$ cat config.mk
export PLATFORM = sky130hd
export DESIGN_NAME = elevator_floor_planner_core
export DESIGN_NICKNAME = d
export VERILOG_FILES = /design/src/sv/efp_pkg.sv /design/src/sv/efp_ctrl.sv /design/src/sv/efp_datapath.sv /design/src/sv/elevator_floor_planner_core.sv
export SDC_FILE = /design/constraint.sdc
export NUM_CORES = 1
export LEC_CHECK = 0
export BUFFER_PORTS_ARGS = -buffer_cell sky130_fd_sc_hd__clkbuf_2
export CORE_MARGIN = 2
export CORE_UTILIZATION = 60
export CTS_CLUSTER_SIZE = 20
export DETAILED_ROUTE_END_ITERATION = 12
export PLACE_DENSITY = 0.84
export SLEW_MARGIN = 30
export SYNTH_ARGS = -nofsm -noshare
export SYNTH_HDL_FRONTEND = slang
export SYNTH_SLANG_ARGS = --single-unit
export TNS_END_PERCENT = 10
$ cat constraint.sdc
create_clock -name i_clk -period 7.3 [get_ports i_clk]
set_clock_uncertainty 0.2 [all_clocks]
set_input_delay 1.46 -clock i_clk [delete_from_list [all_inputs] [get_ports i_clk]]
set_output_delay 1.46 -clock i_clk [all_outputs]
set_load 0.005 [all_outputs]
$ cat src/sv/efp_pkg.sv
// ----------------------------------------------------------------------------
// efp_pkg: shared types and constants of the elevator floor planner
// Event codes, floor codes, register indexes and the beat structs.
// ----------------------------------------------------------------------------
package efp_pkg;

    // event codes of one input beat
    localparam logic [3:0] CMD_TICK         = 4'd0;
    localparam logic [3:0] CMD_FLOOR1       = 4'd1;
    localparam logic [3:0] CMD_FLOOR2       = 4'd2;
    localparam logic [3:0] CMD_FLOOR3       = 4'd3;
    localparam logic [3:0] CMD_ARRIVED      = 4'd4;
    localparam logic [3:0] CMD_LEFT         = 4'd5;
    localparam logic [3:0] CMD_DOORS_CLOSED = 4'd6;
    localparam logic [3:0] CMD_DOORS_OPEN   = 4'd7;
    localparam logic [3:0] CMD_STOP_PRESS   = 4'd8;
    localparam logic [3:0] CMD_STOP_RELEASE = 4'd9;

    // motor direction codes
    localparam logic [1:0] DIR_IDLE = 2'd0;
    localparam logic [1:0] DIR_UP   = 2'd1;
    localparam logic [1:0] DIR_DOWN = 2'd2;

    // floor codes; zero marks an empty queue slot
    localparam logic [1:0] FLOOR_NONE = 2'd0;
    localparam logic [1:0] FLOOR_1    = 2'd1;
    localparam logic [1:0] FLOOR_2    = 2'd2;
    localparam logic [1:0] FLOOR_3    = 2'd3;

    // configuration register indexes
    localparam logic [2:0] REG_FLOOR1_POS  = 3'd0;
    localparam logic [2:0] REG_FLOOR2_POS  = 3'd1;
    localparam logic [2:0] REG_FLOOR3_POS  = 3'd2;
    localparam logic [2:0] REG_SAFE_STOP   = 3'd3;
    localparam logic [2:0] REG_DWELL_TICKS = 3'd4;

    // settle counter stops counting above this value
    localparam logic [7:0] SETTLE_LIMIT = 8'd50;

    typedef struct packed {
        logic [3:0]         cmd;
        logic [1:0]         car_direction;
        logic signed [15:0] car_position;
    } t_item;

    typedef struct packed {
        logic               target_valid;
        logic signed [15:0] target_position;
        logic               motor_stop;
    } t_result;

    // sequencer commands to the datapath
    typedef struct packed {
        logic load;  // capture the input beat
        logic exec;  // update state and register the result
    } t_ctrl;

endpackage

$ cat src/sv/efp_ctrl.sv
// ----------------------------------------------------------------------------
// efp_ctrl: sequencer of the elevator floor planner
// Two-state machine: waits for start, then runs the execute state and returns to idle.
// ----------------------------------------------------------------------------
module efp_ctrl (
    input  logic          i_clk,
    input  logic          i_rst_n,
    input  logic          i_start,
    output logic          o_busy,
    output efp_pkg::t_ctrl o_ctrl
);
    import efp_pkg::*;

    localparam logic ST_IDLE = 1'b0;
    localparam logic ST_EXEC = 1'b1;

    logic r_state;
    logic n_state;

    // next state
    always_comb begin
        n_state = r_state;
        case (r_state)
            ST_IDLE: begin
                if (i_start) begin
                    n_state = ST_EXEC;
                end
            end
            ST_EXEC: begin
                n_state = ST_IDLE;
            end
            default: begin
                n_state = ST_IDLE;
            end
        endcase
    end

    always_ff @(posedge i_clk) begin
        if (!i_rst_n) begin
            r_state <= ST_IDLE;
        end else begin
            r_state <= n_state;
        end
    end

    // commands
    assign o_busy      = (r_state == ST_EXEC);
    assign o_ctrl.load = (r_state == ST_IDLE) && i_start;
    assign o_ctrl.exec = (r_state == ST_EXEC);

endmodule

$ cat src/sv/efp_datapath.sv
// ----------------------------------------------------------------------------
// efp_datapath: planner state, request queue and result register
// Holds the configuration, the queue and the dwell/settle counters, and
// applies one captured event per execute command.
// ----------------------------------------------------------------------------
module efp_datapath #(
    parameter int QUEUE_DEPTH = 3
) (
    input  logic             i_clk,
    input  logic             i_rst_n,
    input  efp_pkg::t_ctrl   i_ctrl,
    input  efp_pkg::t_item   i_item,
    input  logic             i_cfg_we,
    input  logic [2:0]       i_cfg_addr,
    input  logic [15:0]      i_cfg_data,
    output logic             o_result_valid,
    output efp_pkg::t_result o_result
);
    import efp_pkg::*;

    // configuration
    logic signed [15:0] r_floor1_pos;
    logic signed [15:0] r_floor2_pos;
    logic signed [15:0] r_floor3_pos;
    logic [14:0]        r_safe_stop;
    logic [15:0]        r_dwell_ticks;

    // planner state
    logic [1:0]  r_queue [QUEUE_DEPTH];
    logic [1:0]  n_queue [QUEUE_DEPTH];
    logic [1:0]  r_target;
    logic [1:0]  n_target;
    logic [1:0]  r_current;
    logic [1:0]  n_current;
    logic        r_at_floor;
    logic        n_at_floor;
    logic        r_doors_shut;
    logic        n_doors_shut;
    logic [15:0] r_dwell;
    logic [15:0] n_dwell;
    logic [7:0]  r_settle;
    logic [7:0]  n_settle;

    // captured beat and result
    t_item   r_item;
    t_result r_result;
    t_result n_result;
    logic    r_result_valid;

    // floor-two safe-stop check in 18-bit signed arithmetic
    logic signed [17:0] w_pos;
    logic signed [17:0] w_mid;
    logic signed [17:0] w_margin;
    logic               w_mid_ok;

    assign w_pos    = {{2{r_item.car_position[15]}}, r_item.car_position};
    assign w_mid    = {{2{r_floor2_pos[15]}}, r_floor2_pos};
    assign w_margin = {3'b000, r_safe_stop};
    assign w_mid_ok = ((r_item.car_direction == DIR_UP)   && ((w_pos + w_margin) <= w_mid)) ||
                      ((r_item.car_direction == DIR_DOWN) && ((w_pos - w_margin) >= w_mid));

    // next planner state and result
    always_comb begin
        logic       dup;
        logic       placed;
        logic [1:0] fl;
        logic [1:0] tfl;
        n_queue      = r_queue;
        n_target     = r_target;
        n_current    = r_current;
        n_at_floor   = r_at_floor;
        n_doors_shut = r_doors_shut;
        n_dwell      = r_dwell;
        n_settle     = r_settle;
        n_result     = '0;
        dup          = 1'b0;
        placed       = 1'b0;
        fl           = r_item.cmd[1:0];
        tfl          = r_target;
        if (i_ctrl.exec) begin
            case (r_item.cmd)
                CMD_TICK: begin
                    if (r_at_floor && (r_item.car_direction == DIR_IDLE) &&
                        (r_dwell < r_dwell_ticks)) begin
                        // dwell at the reached floor
                        n_dwell  = r_dwell + 16'd1;
                        n_settle = '0;
                        if (r_target != r_current) begin
                            n_current = r_queue[0];
                            for (int i = 0; i < QUEUE_DEPTH - 1; i++) begin
                                n_queue[i] = r_queue[i + 1];
                            end
                            n_queue[QUEUE_DEPTH - 1] = FLOOR_NONE;
                        end
                    end else begin
                        // issue target while the doors are shut
                        if (r_doors_shut) begin
                            if (r_queue[0] != FLOOR_NONE) begin
                                tfl = r_queue[0];
                            end
                            n_target = tfl;
                            n_result.target_valid = 1'b1;
                            if (tfl == FLOOR_1) begin
                                n_result.target_position = r_floor1_pos;
                            end else if (tfl == FLOOR_2) begin
                                n_result.target_position = r_floor2_pos;
                            end else begin
                                n_result.target_position = r_floor3_pos;
                            end
                        end
                        if (r_settle > SETTLE_LIMIT) begin
                            n_dwell = '0;
                        end else begin
                            n_settle = r_settle + 8'd1;
                        end
                    end
                end
                CMD_FLOOR1, CMD_FLOOR2, CMD_FLOOR3: begin
                    if (r_target != fl) begin
                        for (int i = 0; i < QUEUE_DEPTH; i++) begin
                            if (r_queue[i] == fl) begin
                                dup = 1'b1;
                            end
                        end
                        if (!dup) begin
                            if ((fl == FLOOR_2) && w_mid_ok) begin
                                // jump to the head, last entry falls off
                                for (int i = 1; i < QUEUE_DEPTH; i++) begin
                                    n_queue[i] = r_queue[i - 1];
                                end
                                n_queue[0] = fl;
                            end else begin
                                // first empty slot; dropped when full
                                for (int i = 0; i < QUEUE_DEPTH; i++) begin
                                    if (!placed && (r_queue[i] == FLOOR_NONE)) begin
                                        n_queue[i] = fl;
                                        placed     = 1'b1;
                                    end
                                end
                            end
                        end
                    end
                end
                CMD_ARRIVED:      n_at_floor   = 1'b1;
                CMD_LEFT:         n_at_floor   = 1'b0;
                CMD_DOORS_CLOSED: n_doors_shut = 1'b1;
                CMD_DOORS_OPEN:   n_doors_shut = 1'b0;
                CMD_STOP_PRESS:   n_result.motor_stop = 1'b1;
                default: begin
                    // stop released and unused codes: no effect
                end
            endcase
        end
    end

    // configuration registers
    always_ff @(posedge i_clk) begin
        if (!i_rst_n) begin
            r_floor1_pos  <= 16'sd0;
            r_floor2_pos  <= 16'sd400;
            r_floor3_pos  <= 16'sd800;
            r_safe_stop   <= 15'd20;
            r_dwell_ticks <= 16'd100;
        end else if (i_cfg_we) begin
            case (i_cfg_addr)
                REG_FLOOR1_POS:  r_floor1_pos  <= i_cfg_data;
                REG_FLOOR2_POS:  r_floor2_pos  <= i_cfg_data;
                REG_FLOOR3_POS:  r_floor3_pos  <= i_cfg_data;
                REG_SAFE_STOP:   r_safe_stop   <= i_cfg_data[14:0];
                REG_DWELL_TICKS: r_dwell_ticks <= i_cfg_data;
                default: begin
                end
            endcase
        end
    end

    // planner state registers
    always_ff @(posedge i_clk) begin
        if (!i_rst_n) begin
            for (int i = 0; i < QUEUE_DEPTH; i++) begin
                r_queue[i] <= FLOOR_NONE;
            end
            r_target       <= FLOOR_1;
            r_current      <= FLOOR_1;
            r_at_floor     <= 1'b1;
            r_doors_shut   <= 1'b0;
            r_dwell        <= '0;
            r_settle       <= '0;
            r_result_valid <= 1'b0;
        end else begin
            r_queue        <= n_queue;
            r_target       <= n_target;
            r_current      <= n_current;
            r_at_floor     <= n_at_floor;
            r_doors_shut   <= n_doors_shut;
            r_dwell        <= n_dwell;
            r_settle       <= n_settle;
            r_result_valid <= i_ctrl.exec;
        end
    end

    // beat capture and result payload
    always_ff @(posedge i_clk) begin
        if (i_ctrl.load) begin
            r_item <= i_item;
        end
        if (i_ctrl.exec) begin
            r_result <= n_result;
        end
    end

    assign o_result_valid = r_result_valid;
    assign o_result       = r_result;

endmodule

$ cat src/sv/elevator_floor_planner_core.sv
// ----------------------------------------------------------------------------
// elevator_floor_planner_core: three-floor elevator planner
// Top level joining the sequencer and the planner datapath.
// ----------------------------------------------------------------------------
// An event is taken when i_start is high and o_busy is low. Each event passes
// through the capture cycle and then the execute cycle, in which the sequencer
// holds o_busy high, so no new event is taken until that one has run. The
// result beat shows on o_result with o_result_valid high for exactly one
// cycle, the cycle after the execute cycle; it is not held, so the receiver
// must take it then. Every event, ticks and ignored codes included, gives one
// result beat. Configuration writes through i_cfg_we/i_cfg_addr/i_cfg_data
// take effect at once and belong in idle time.
// ----------------------------------------------------------------------------
module elevator_floor_planner_core #(
    parameter int QUEUE_DEPTH = 3
) (
    input  logic             i_clk,
    input  logic             i_rst_n,
    input  logic             i_start,
    output logic             o_busy,
    input  efp_pkg::t_item   i_item,
    output logic             o_result_valid,
    output efp_pkg::t_result o_result,
    input  logic             i_cfg_we,
    input  logic [2:0]       i_cfg_addr,
    input  logic [15:0]      i_cfg_data
);
    import efp_pkg::*;

    t_ctrl w_ctrl;

    // sequencer
    efp_ctrl u_ctrl (
        .i_clk   (i_clk),
        .i_rst_n (i_rst_n),
        .i_start (i_start),
        .o_busy  (o_busy),
        .o_ctrl  (w_ctrl)
    );

    // planner datapath
    efp_datapath #(
        .QUEUE_DEPTH (QUEUE_DEPTH)
    ) u_dp (
        .i_clk          (i_clk),
        .i_rst_n        (i_rst_n),
        .i_ctrl         (w_ctrl),
        .i_item         (i_item),
        .i_cfg_we       (i_cfg_we),
        .i_cfg_addr     (i_cfg_addr),
        .i_cfg_data     (i_cfg_data),
        .o_result_valid (o_result_valid),
        .o_result       (o_result)
    );

endmodule

# After elaboration in Yosys (flattened, before gate mapping)
# Index checks and enable logic that the tools add are counted.
# totals
reg_bits,157
inputBits,45
out_inout_bits,20
wordCells,147
# op_classes
addsub,4
n_lt_le_gt_ge,4
eq_ne,30
muxes,44
bitwise,4
n_reduce_logical,39
# op_table
op,count
16-bit 2-to-1 mux,4
6-bit 2-to-1 mux,5
7-bit AND reduction,3
1-bit 2-to-1 mux,20
16-bit by 16-bit adder with 17-bit output,1
17-bit by 16-bit >= comparator with 1-bit output,1
17-bit by 16-bit <= comparator with 1-bit output,1
17-bit 2-to-1 mux,1
16-bit by 16-bit subtractor with 17-bit output,1
"16-bit by 1-bit adder with 16-bit output, second input constant",1
"4-bit by 3-bit equality test with 1-bit output, second input constant",4
16-bit < comparator,1
2-bit 2-to-1 mux,8
8-bit 2-to-1 mux,2
2-bit AND reduction,7
6-bit one-hot mux with 2 select lines,1
2-bit nonzero test,5
"3-bit by 1-bit inequality test with 1-bit output, second input constant",3
"8-bit by 1-bit adder with 8-bit output, second input constant",1
"4-bit by 2-bit equality test with 1-bit output, second input constant",2
"8-bit by 6-bit > comparator with 1-bit output, second input constant",1
1-bit logical AND,8
2-bit logical NOT,4
"2-bit by 1-bit inequality test with 1-bit output, second input constant",4
other kinds (20),36

# Logic depth before layout (Yosys ltp)
# Gate-level depths: netlist of run 1.
# logic_depth
word_depth,26
depth_mapped,20
ltp_nobuf,20

# Cells and area by module
# Synthesis of run 1 repeated with hierarchy kept, for this count alone.
# unflattened
hier_cells,1106
hier_area_um2,9136.3
# modules_own_cells
module,n_inst,cells_each,area_each_um2,seq_area_each_um2
efp_datapath,1,1102,9093.7,3523.4
efp_ctrl,1,4,42.5,20.0

# Worst setup path after synthesis of run 1
# Ideal clock, no wire load.
# synth_timing
path_kind,reg2reg
startpoint,register u_dp.r_item[2] (netlist bit)
endpoint,register u_dp.r_queue[3] (netlist bit)
setup_ns,0.116
arrival_time_ns,4.017
t_required_ns,6.984
setup_slack_ns,2.966
stages_incl_launch_ff,19
path_buffers,1
synth_period_minus_slack_ns,4.334
path_cell_list,edfxtp_1 > ha_1 > buf_2 > nor2b_1 > o21ai_1 > a21oi_1 > o41a_1 > a211oi_2 > o21ai_1 > a31oi_1 > xnor2_1 > ha_1 > a21o_1 > a2111oi_2 > o21a_1 > a2bb2oi_2 > o22ai_2 > or3_4 > a41o_1
# synth_via
elab_chain_cells,9
elab_cells_between_ends,14
classes_between,add/sub: 2; order compare: 2; eq/ne: 1; mux: 4; reduce/logical: 5
# synth_rtl
item,line_no,rtl
"start, declared",efp_datapath.sv:45,t_item r_item;
"start signal, assigned",efp_datapath.sv:205,r_item <= i_item;
16-bit by 16-bit adder with 17-bit output or 16-bit by 16-bit subtractor with 17-bit output (tied branches),"efp_datapath.sv:59, efp_datapath.sv:60",
17-bit by 16-bit <= comparator with 1-bit output or 17-bit by 16-bit >= comparator with 1-bit output (tied branches),"efp_datapath.sv:59, efp_datapath.sv:60",
1-bit logical AND (on tied branches),"efp_datapath.sv:59, efp_datapath.sv:60",
1-bit logical OR *,efp_datapath.sv:59,assign w_mid_ok = ((r_item.car_direction == DIR_UP) && ((w_pos + w_margin) <= w_mid)) ||
1-bit logical AND *,efp_datapath.sv:126,if ((fl == FLOOR_2) && w_mid_ok) begin
6-bit 2-to-1 mux,efp_datapath.sv:126,
6-bit 2-to-1 mux,efp_datapath.sv:125,if (!dup) begin
6-bit 2-to-1 mux,efp_datapath.sv:119,if (r_target != fl) begin
6-bit one-hot mux with 2 select lines,efp_datapath.sv:81,case (r_item.cmd)
"end signal, assigned",efp_datapath.sv:191,r_queue <= n_queue;
"end, declared",efp_datapath.sv:29,logic [1:0] r_queue [QUEUE_DEPTH];
# Every way passes the cells marked *; elsewhere a longest branch is shown, timed or not. The select of a mux whose other input is x is not followed.
# A chain may end at the register's enable or synchronous reset.

# Worst setup path in the final report of run 1
# Ends and elaborated chain as after synthesis.

==> key figures, run 1 <==
Yosys
  • Avg Cell Area, Syn: 8.52 um^2
  • Synthesized Nets: approximately 1200
  • Async SR Flop Fraction: 0
  • Yosys Warn Count: 0
  • Post-synthesis sequential area ratio: 0.389
  • Library cells used by synthesis: 73
  • Ys flop type: dfxtp_1
  • Post-Syn Area: 9100 um^2
  • Number of synthesized flops with an enable pin: 40
  • FF+latch count, synth: 157
  • Cells after synthesis: 1068

Floorplanning
  • Core Region: about 15000 um^2
  • Row cnt: 45
  • Die height: 127 um
  • Die Width: 127 um
  • Starting density of the core: 0.605
  • # IOs: 65
  • DIE AREA: 16200 um^2

STA
  • Post-layout minimum cycle time: about 4700 ps
  • # setup viols final: 0
  • Endpoints failing hold: 0
  • Max frequency: 212 MHz
  • Slew HR: 0.383
  • RSZ-0062 raised after global routing: false
  • Slew Viols, Final: 0
  • Worst-Margin Slew: around 900 ps
  • Total negative slack: 0 ps
  • Final period util: 0.645

Place
  • Port Buffers: between 60 and 70
  • DPL Wire Length: 15200 um
  • Routability cong.: 0.909

Setup path
  • Crit path cell chain: ha_1 -> nor2b_1 -> o21ai_1 -> a21oi_1 -> o41a_1 -> a211oi_2 -> o21ai_1 -> a31oi_1 -> xnor2_1 -> ha_1 -> a21o_1 -> a2111oi_2 -> o21a_1 -> a2bb2oi_2 -> o22ai_2 -> or3_4 -> a41o_1
  • Max stage delay on crit path: approximately 450 ps
  • CP required: approximately 7400 ps
  • Flop-to-flop setup slack: about 2600 ps
  • Crit path buffers/inverters: 0
  • Crit path DAT: roughly 4800 ps
  • CP max FO: 8
  • Reg2reg path depth: 17
  • Crit Path Class: register to register
  • Crit-path slowest cell: or3_4
  • Crit path max-delay family: compound AO/OA/AOI/OAI gates
  • Startpoint Class: register
  • Worst Setup End Kind: register
  • Critical Path Stages: 17

Clock tree
  • Resize count post-CTS: 0
  • CTS tree: yes
  • Clock Root Buffer: clkbuf_16
  • CTS Sinks: about 160
  • Worst skew pair latency: about 430 ps
  • H-Tree Depth: 4
  • CTS max path bufs: 2
  • Cts bufs inserted: 17
  • Setup bufs post-CTS: 0
  • Clock slew at reported path FFs: around 70 ps
  • Post-CTS Hold Fix Bufs: 0

Route
  • First-pass DRT Iterations: 5
  • Routed Antenna Nets: 0
  • Residual DRC count: 0
  • Final wirelength: about 21000 um
  • Initial drt markers: about 520
  • Via density: between 5 and 6
  • Total number of vias: 7626
  • WL/cell: ~16 um

Power
  • Sw frac: 0.265
  • Leak: ~3.8 nW
  • Net Sw Power: ~0.54 mW
  • Power Internal: roughly 1.5 mW
  • Pwr per Cell Area: about 200 nW/um^2
  • Combinational power share: 0.123
  • Total power: around 2.1 mW
  • Flop pwr share: 0.452
  • Clk pwr share: 0.425
  • Peak VDD IR: roughly 170 uV

Global routing
  • GRT overflow: 0
  • Global-route layer with the greatest usage: met2
  • Largest net degree at the start of global routing: between 80 and 90
  • First-pass GRT wire length: 34700 um
  • GRT Overall Usage: 0.268
  • M1 GR Usage: 0.339
  • Number of global-route vias before repair: a little over 7000
  • Initial antenna violation count: 0
  • Met2 GRT Util: 0.460
  • GRT met3 Usage: 0.0486

Finish
  • Multi-input logic area: a little over 5000 um^2
  • # diodes: 0
  • Nets@finish: approximately 1200
  • Seq. cell area: 3540 um^2
  • FILL cells: ~1200
  • Share of post-route cells with drive strength above 1: 0.128
  • Area grow syn2layout: 10.8%

Job
  • Max Cap Viol: 0

Min path
  • Min-delay worst type: register to register
  • Hold Path Depth: 2

Outcome
  • Status: completed
-- cell usage after synthesis, types with 4 or more instances --
cell	instances	area, um^2
inv_1	75	282
o21a_1	9	67.6
o2111ai_1	5	43.8
o211ai_1	12	90.1
a211oi_1	32	240
a2111oi_2	4	60.1
nand3_1	19	95.1
dfxtp_1	117	2340
nand4_1	8	50.1
xnor2_1	39	342
nand2_1	187	702
a2111oi_4	5	138
nor3_1	23	115
and2_1	5	31.3
or3_1	6	37.5
o21bai_1	6	45.0
xor2_1	11	96.3
nor2b_1	11	68.8
a21o_1	8	60.1
buf_2	7	35.0
nor2_1	87	327
a31oi_1	8	50.1
and3_1	7	43.8
edfxtp_1	40	1200
clkbuf_1	40	150
a21oi_1	120	601
o21ai_1	10	50.1
ha_1	82	1030
o21ai_0	19	95.1
-- final timing paths --
path                                       startpoint                     to
worst max-delay path                   u_dp.r_item[2]        u_dp.r_queue[3]
worst min-delay path            u_dp.r_dwell_ticks[0]  u_dp.r_dwell_ticks[0]
worst max register to register         u_dp.r_item[2]        u_dp.r_queue[3]
worst min register to register  u_dp.r_dwell_ticks[0]  u_dp.r_dwell_ticks[0]
-- power groups by stage --
| stage | clock network [mW] | registers (mW) | logic, mW |
|---|---|---|---|
| final | 0.872 | 0.928 | 0.252 |
| after global routing | 0.922 | 0.930 | 0.280 |
| after CTS | 0.881 | 0.928 | 0.249 |
| after detailed placement | 0 | 0.947 | 0.247 |
| after global placement | 0 | 0.946 | 0.242 |
| after floorplan | 0 | 0.945 | 0.178 |
-- worst reg2reg max path, delay by kind of cell, from the launching register on --
| kind | cells | cell delay (ps) |
|---|---|---|
| flip-flops | 1 | 410 |
| XOR/XNOR | 1 | 150 |
| adder cells (fa/ha/maj) | 2 | 690 |
| AND/OR/NAND/NOR | 2 | 630 |
| AO/OA/AOI/OAI | 12 | 2510 |
-- registers in the layout, indices dropped and copies added, names as in the netlist --
signal	flops
u_ctrl.o_busy	1
u_dp.o_result	18
u_dp.o_result_valid	1
u_dp.r_at_floor	1
u_dp.r_current	2
u_dp.r_doors_shut	1
u_dp.r_dwell	16
u_dp.r_dwell_ticks	16
u_dp.r_floor1_pos	16
u_dp.r_floor2_pos	16
u_dp.r_floor3_pos	16
u_dp.r_item	22
u_dp.r_queue	6
u_dp.r_safe_stop	15
u_dp.r_settle	8
u_dp.r_target	2
-- cells by family after synthesis --
kind of cell	after synthesis	share of synthesized area
simple gates	374	0.180
compound gates	273	0.208
flops	157	0.389
buf+inv	128	0.0554
fa+ha+maj	84	0.117
xor+xnor	50	0.0481
mux	2	0.00220
-- cell usage in the layout (no fill, tap or decap), types with 5 or more instances in the layout --
cell type	n
nor2_1	85
inv_1	75
nor2b_1	10
a31oi_1	8
o211ai_1	12
a21o_1	8
nor3_1	23
ha_1	82
and3_1	7
nand2_1	187
a2111oi_4	5
or3_1	6
dfxtp_1	117
edfxtp_1	40
clkbuf_16	17
nand4_1	8
and2_1	5
o21ai_0	19
o21a_1	8
buf_4	6
xor2_1	11
a211oi_1	32
o21ai_1	7
a21oi_1	120
o2111ai_1	5
clkbuf_2	64
o21bai_1	6
nand3_1	19
xnor2_1	39
-- layer usage --
layer | up-vias | wire, um
met5 | - | 0
met4 | 0 | 474
met3 | 31 | 1150
met2 | 215 | 10400
met1 | 3587 | 9230
li1 | 3793 | -
-- final cells by class --
type,instances,share of cell area
Clock buffer,19,0.0449
Clock inverter,13,0.0123
Inverter,78,0.0290
Multi-Input combinational cell,783,0.503
Sequential cell,157,0.351
Tap cell,188,0.0233
Timing Repair Buffer,70,0.0362
-- through the flow --
step	util	setup slack, ps	cell area, um^2	hold WS, ps	std cells
final	0.671	2590	10100	250	1308
after global routing	0.671	2260	10100	274	1308
after CTS	0.671	2620	10100	251	1308
after detailed placement	0.632	2620	9510	242	1276
after global placement	0.632	2680	9500	240	1276
after floorplan	-	2970	9100	232	1068
(Power assumes the default switching activity.)
==> run 2: changes to the inputs <==
Settings changed: ABC_AREA set to 1.
Clock period 7.3 ns to 4.6 ns, I/O delays scaled along.
==> run 2 against run 1 <==
Via count increased by 4.2%; synthesized area grew 0.22%; maximum frequency is 10% higher; sequential power grew 59%; wire length down 0.44%; clock power rose by 57%; combinational power is 90% higher; synthesized cell count up 11%; sequential cell count did not move; die area is 0.21% higher; first-iteration DRC count is 45% higher; largest power group unchanged.
==> key figures, run 2 <==
Outcome
  • Status: completed

Finish
  • # diodes: 0
  • Largest register FFs: 22
  • Fin area: approximately 10000 um^2
  • Most common cell after layout, fill and taps aside: inv_1
  • Nets@finish: 1366
  • Post-Layout Cell Count: roughly 1400
  • Most flop-heavy register: u_dp.r_item
  • Seq. cell area: 3540 um^2
  • FILL cells: ~1300
  • Multi-input logic area: approximately 4700 um^2
  • Most frequent cells in the layout: inv_1, nand2_1, a21oi_1, dfxtp_1, nor2_1
  • Area grow syn2layout: 10.9%
  • Share of post-route cells with drive strength above 1: 0.108

Floorplanning
  • DIE AREA: about 16000 um^2
  • Core Region: approximately 15000 um^2
  • # IOs: 65
  • Starting density of the core: 0.607
  • Die Width: ~130 um
  • Row cnt: 45
  • Die height: around 130 um

STA
  • Slew HR: 0.439
  • Worst-Margin Slew: around 840 ps
  • Hold slack: 241 ps
  • Total negative slack: 0 ps
  • Final period util: 0.928
  • Endpoints failing hold: 0
  • Slew Viols, Final: 0
  • Post-layout minimum cycle time: between 4000 and 5000 ps
  • RSZ-0062 raised after global routing: false
  • # setup viols final: 0
  • Max frequency: around 230 MHz

Setup path
  • Worst Setup End Kind: register
  • R2R Path Start: u_dp.r_item[1]
  • Reg2reg path depth: 24
  • Crit path DAT: about 4400 ps
  • CP max FO: 6
  • Flop-to-flop setup slack: between 300 and 400 ps
  • CP required: about 4700 ps
  • Critical Path Start: u_dp.r_item[1]
  • Crit Path Class: register to register
  • Startpoint Class: register
  • Critical Path End: u_dp.r_queue[4]
  • RR Endpoint: u_dp.r_queue[4]

Global routing
  • GRT Overall Usage: 0.271
  • First-pass GRT wire length: between 30000 and 40000 um
  • Largest net degree at the start of global routing: 46
  • GRT overflow: 0
  • Number of global-route vias before repair: 7531
  • Initial antenna violation count: 0

Min path
  • Min-delay worst type: register to register

Yosys
  • Yosys top cell area share: 0.257
  • Library cells used by synthesis: 51
  • Yosys Warn Count: 0
  • Post-synthesis sequential area ratio: 0.389
  • Number of synthesized flops with an enable pin: 40
  • Cell taking the most area after synthesis: dfxtp_1
  • FF+latch count, synth: approximately 160
  • Async SR Flop Fraction: 0
  • Cells after synthesis: 1189
  • Top post-synthesis cells by count: inv_1, nand2_1, a21oi_1, dfxtp_1, nor2_1
  • Avg Cell Area, Syn: ~7.7 um^2
  • Synthesized Nets: 1318
  • Largest cells by area after synthesis: dfxtp_1, edfxtp_1, ha_1
  • Ys flop type: dfxtp_1
  • Post-Syn Area: between 9000 and 10000 um^2
  • Count leader, synth: inv_1

Place
  • Routability cong.: ~0.94
  • Port Buffers: 64
  • Placed cell area: about 9500 um^2
  • DP Cell Count: between 1000 and 1500
  • DPL Wire Length: approximately 16000 um

Clock tree
  • CTS Sinks: ~160
  • Resize count post-CTS: 0
  • CTS max path bufs: 2
  • Clock Root Buffer: clkbuf_16
  • Clock slew at reported path FFs: roughly 60 ps
  • H-Tree Depth: 4
  • Post-CTS Hold Fix Bufs: 0
  • Worst skew pair latency: approximately 430 ps
  • Setup bufs post-CTS: 0
  • Cts bufs inserted: 17
  • CTS tree: yes

Power
  • Peak VDD IR: roughly 260 uV
  • Pwr per Cell Area: 330 nW/um^2
  • Total power: 3.33 mW
  • Leak: about 4.4 nW

Route
  • Initial drt markers: approximately 760
  • First-pass DRT Iterations: 6
  • Routed Antenna Nets: 0
  • Via density: ~5.5
  • Final wirelength: between 20000 and 25000 um
  • Residual DRC count: 0
  • WL/cell: 14.7 um
  • Total number of vias: between 7000 and 8000

Job
  • Max Cap Viol: 0
-- run 2: logic make-up after synthesis --
logic type                 after synthesis  synth area share
AOI/OAI and AO/OA                      312             0.192
xor gates and xnor gates                31            0.0298
DFF                                    157             0.389
adders and majority gates               84             0.117
and+or+nand+nor                        376             0.175
buffers and inverters                  229            0.0978
-- run 2: stage by stage --
stage	setup slack [ps]	util
finish	329	0.673
global route	69.7	0.673
CTS	405	0.673
detailed placement	492	0.634
global placement	628	0.634
floorplan	1030	-
-- run 2: area by class of cell --
class                   count  area share
multi-input cells         803       0.464
flip-flops and latches    157       0.350
clock inverters            13      0.0109
clock buffers              19      0.0459
repair buffers             68      0.0346
inverters                 190      0.0706
well taps                 188      0.0233
-- run 2: worst min-delay path by stage --
| stage | end | slack (ps) | startpoint | cells after the start |
|---|---|---|---|---|
| 3_3_place_gp | u_dp.r_settle[7] | 230 | u_dp.r_settle[7] | 2 |
| 5_1_grt | u_dp.r_settle[7] | 260 | u_dp.r_settle[7] | 2 |
| 3_5_place_dp | u_dp.r_settle[7] | 230 | u_dp.r_settle[7] | 2 |
| 2_1_floorplan | u_dp.r_settle[6] | 220 | u_dp.r_settle[6] | 2 |
| 4_1_cts | u_dp.r_settle[6] | 240 | u_dp.r_settle[6] | 2 |
| 6_report | u_dp.r_settle[6] | 240 | u_dp.r_settle[6] | 2 |
-- run 2: routing by layer --
layer  up-vias  global-route usage  wire [um]
li1       4019                   -          -
met2       246               0.453      10100
met3        55              0.0578       1120
met4         0               0.108        614
met5         -                   0          0
met1      3628               0.345       9330
-- run 2: where the power goes --
part	leakage [nW]	switching [mW]	internal, mW
combinational	2.75	0.309	0.171
sequential	1.33	0.0236	1.46
clock	0.279	0.582	0.790
-- run 2: worst max-delay path, stage by stage, from the launching register on --
cell and delay [ps]:
edfxtp_1 400, inv_1 110, fa_1 480, inv_1 70
a31oi_1 130, o21ai_1 280, a21oi_2 120, o21ai_1 200
nand2_1 90, a21oi_1 220, nor3_1 90, ha_1 310
a21oi_1 160, o21ai_0 100, a21oi_1 230, nand2_1 100
nand2_1 70, inv_1 40, nand2_1 50, nand2_1 120
nand2_2 150, nand3_1 130, nand2_1 110, nand2_1 60
a21oi_1 170
==> run 3: changes to the inputs <==
Settings changed: PLACE_DENSITY 0.84 to 0.79.
==> run 3 against run 2 <==
Sequential share of layout area hardly changed; cell count unchanged; first-iteration DRC count fell by 14%; clock power about the same; die area unchanged; combinational power about the same; count of clock-buffer cells in the layout grew 6; critical path type unchanged; largest power group unchanged.
==> key figures, run 3 (synthesized netlist as in run 2, its figures left out) <==
Setup path
  • Reg2reg path depth: 26
  • Startpoint Class: register
  • RR Endpoint: u_dp.r_queue[2]
  • R2R Path Start: u_dp.r_safe_stop[0]
  • CP max FO: 6
  • Crit Path Class: register to register
  • Critical Path Start: u_dp.r_safe_stop[0]
  • Worst Setup End Kind: register
  • Critical Path End: u_dp.r_queue[2]
  • Crit path DAT: between 4000 and 5000 ps
  • Flop-to-flop setup slack: about 320 ps
  • CP required: around 4700 ps

Global routing
  • GRT overflow: 0
  • Number of global-route vias before repair: around 7400
  • First-pass GRT wire length: between 30000 and 40000 um
  • Largest net degree at the start of global routing: 87
  • GRT Overall Usage: 0.269
  • Initial antenna violation count: 0

Floorplanning
  • Row cnt: between 40 and 50
  • Die Width: 127 um
  • DIE AREA: 16200 um^2
  • Die height: around 130 um
  • Core Region: 15000 um^2
  • # IOs: 65
  • Starting density of the core: 0.607

Clock tree
  • H-Tree Depth: 4
  • CTS tree: yes
  • Clock slew at reported path FFs: roughly 60 ps
  • CTS max path bufs: 2
  • Setup bufs post-CTS: 0
  • Post-CTS Hold Fix Bufs: 0
  • CTS Sinks: between 150 and 200
  • Worst skew pair latency: roughly 430 ps
  • Cts bufs inserted: 17
  • Clock Root Buffer: clkbuf_16

Finish
  • Most flop-heavy register: u_dp.r_item
  • Share of post-route cells with drive strength above 1: 0.104
  • Seq. cell area: between 3000 and 4000 um^2
  • Multi-input logic area: 4700 um^2
  • Fin area: 10100 um^2
  • Largest register FFs: 22
  • Nets@finish: ~1400
  • Most frequent cells in the layout: inv_1, nand2_1, a21oi_1, dfxtp_1, nor2_1
  • FILL cells: ~1300
  • # diodes: 0
  • Area grow syn2layout: 10.8%
  • Most common cell after layout, fill and taps aside: inv_1

Place
  • Routability cong.: 0.945
  • Placed cell area: around 9500 um^2
  • Place WS: around 410 ps
  • DPL Wire Length: between 15000 and 20000 um
  • Port Buffers: 64

Power
  • Peak VDD IR: about 310 uV
  • Pwr per Cell Area: 330 nW/um^2
  • Clk pwr share: 0.411
  • Power Internal: between 2 and 2.5 mW
  • Flop pwr share: 0.445
  • Net Sw Power: 0.881 mW
  • Leak: roughly 4.4 nW
  • Sw frac: 0.264
  • Combinational power share: 0.145

STA
  • Slew HR: 0.450
  • Total negative slack: 0 ps
  • # setup viols final: 0
  • Post-layout minimum cycle time: about 4300 ps
  • Final period util: 0.931
  • Worst-Margin Slew: between 800 and 900 ps
  • Max frequency: between 200 and 250 MHz
  • Slew Viols, Final: 0
  • Final worst slack: approximately 320 ps
  • RSZ-0062 raised after global routing: false
  • Endpoints failing hold: 0

Route
  • WL/cell: between 10 and 15 um
  • Routed Antenna Nets: 0
  • Via density: about 5.6
  • First-pass DRT Iterations: 5
  • Total number of vias: ~8000
  • Final wirelength: roughly 21000 um
  • Initial drt markers: roughly 650
  • Residual DRC count: 0

Job
  • Max Cap Viol: 0

Outcome
  • Status: completed

Min path
  • Min-delay worst type: register to register
==> run 3: worst min-delay path by stage <==
stage | endpoint | slack (ps) | cells after the start | from
final | u_dp.r_settle[6] | 240 | 2 | u_dp.r_settle[6]
after global routing | u_dp.r_settle[6] | 250 | 2 | u_dp.r_settle[6]
after CTS | u_dp.r_settle[7] | 240 | 2 | u_dp.r_settle[7]
after detailed placement | u_dp.r_settle[7] | 230 | 2 | u_dp.r_settle[7]
after global placement | u_dp.r_settle[7] | 230 | 2 | u_dp.r_settle[7]
after floorplan | u_dp.r_settle[6] | 220 | 2 | u_dp.r_settle[6]
==> run 3: layout make-up <==
type / instances / area share
repair buffers: 68 / 0.0347
flip-flops and latches: 157 / 0.351
inverters: 190 / 0.0707
clock buffers: 25 / 0.0470
clock inverters: 7 / 0.00879
multi-input cells: 803 / 0.465
well taps: 188 / 0.0233
==> run 3: power groups by stage <==
| stage | Combinational, mW | Clock (mW) | Sequential, mW |
|---|---|---|---|
| global route | 0.550 | 1.44 | 1.49 |
| CTS | 0.477 | 1.38 | 1.48 |
| global placement | 0.455 | 0 | 1.51 |
| detailed placement | 0.468 | 0 | 1.51 |
| floorplan | 0.340 | 0 | 1.51 |
| finish | 0.483 | 1.37 | 1.48 |
==> run 3: worst max-delay path: stages, from the launching register on <==
cell,delay [ps]
dfxtp_1,350
ha_1,150
inv_1,50
fa_1,410
inv_1,70
a31oi_1,130
o21ai_1,280
a21oi_2,120
o21ai_1,190
nand2_1,90
a21oi_1,200
nor3_1,70
ha_1,320
a21oi_1,190
o21ai_0,120
a21oi_1,250
nand2_1,100
nand2_1,70
inv_1,30
nand2_1,40
nand2_1,120
nand2_2,140
nand2_1,80
nand2_2,80
clkinv_1,90
nand2_1,120
a21oi_2,70
==> run 3: metrics by stage <==
step / hold slack [ps] / instances / total power, mW / util
global placement: 233 / 1406 / 1.97 / 0.634
detailed placement: 232 / 1406 / 1.98 / 0.634
CTS: 242 / 1438 / 3.34 / 0.672
global route: 252 / 1438 / 3.48 / 0.672
finish: 239 / 1438 / 3.34 / 0.672
floorplan: 219 / 1189 / 1.85 / -
==> run 3: layer usage <==
layer	track usage	wire, um	vias up
li1	-	-	4021
met1	0.351	9650	3638
met2	0.444	9880	267
met3	0.0536	1100	63
met4	0.102	672	0
met5	0	0	-
==> run 3: repair_timing <==
| item | CTS | global route |
|---|---|---|
| setup endpoints to repair | 0 | 1 |
| endpoints found under the hold margin | 0 | 0 |
| resized for setup | 0 | 2 |
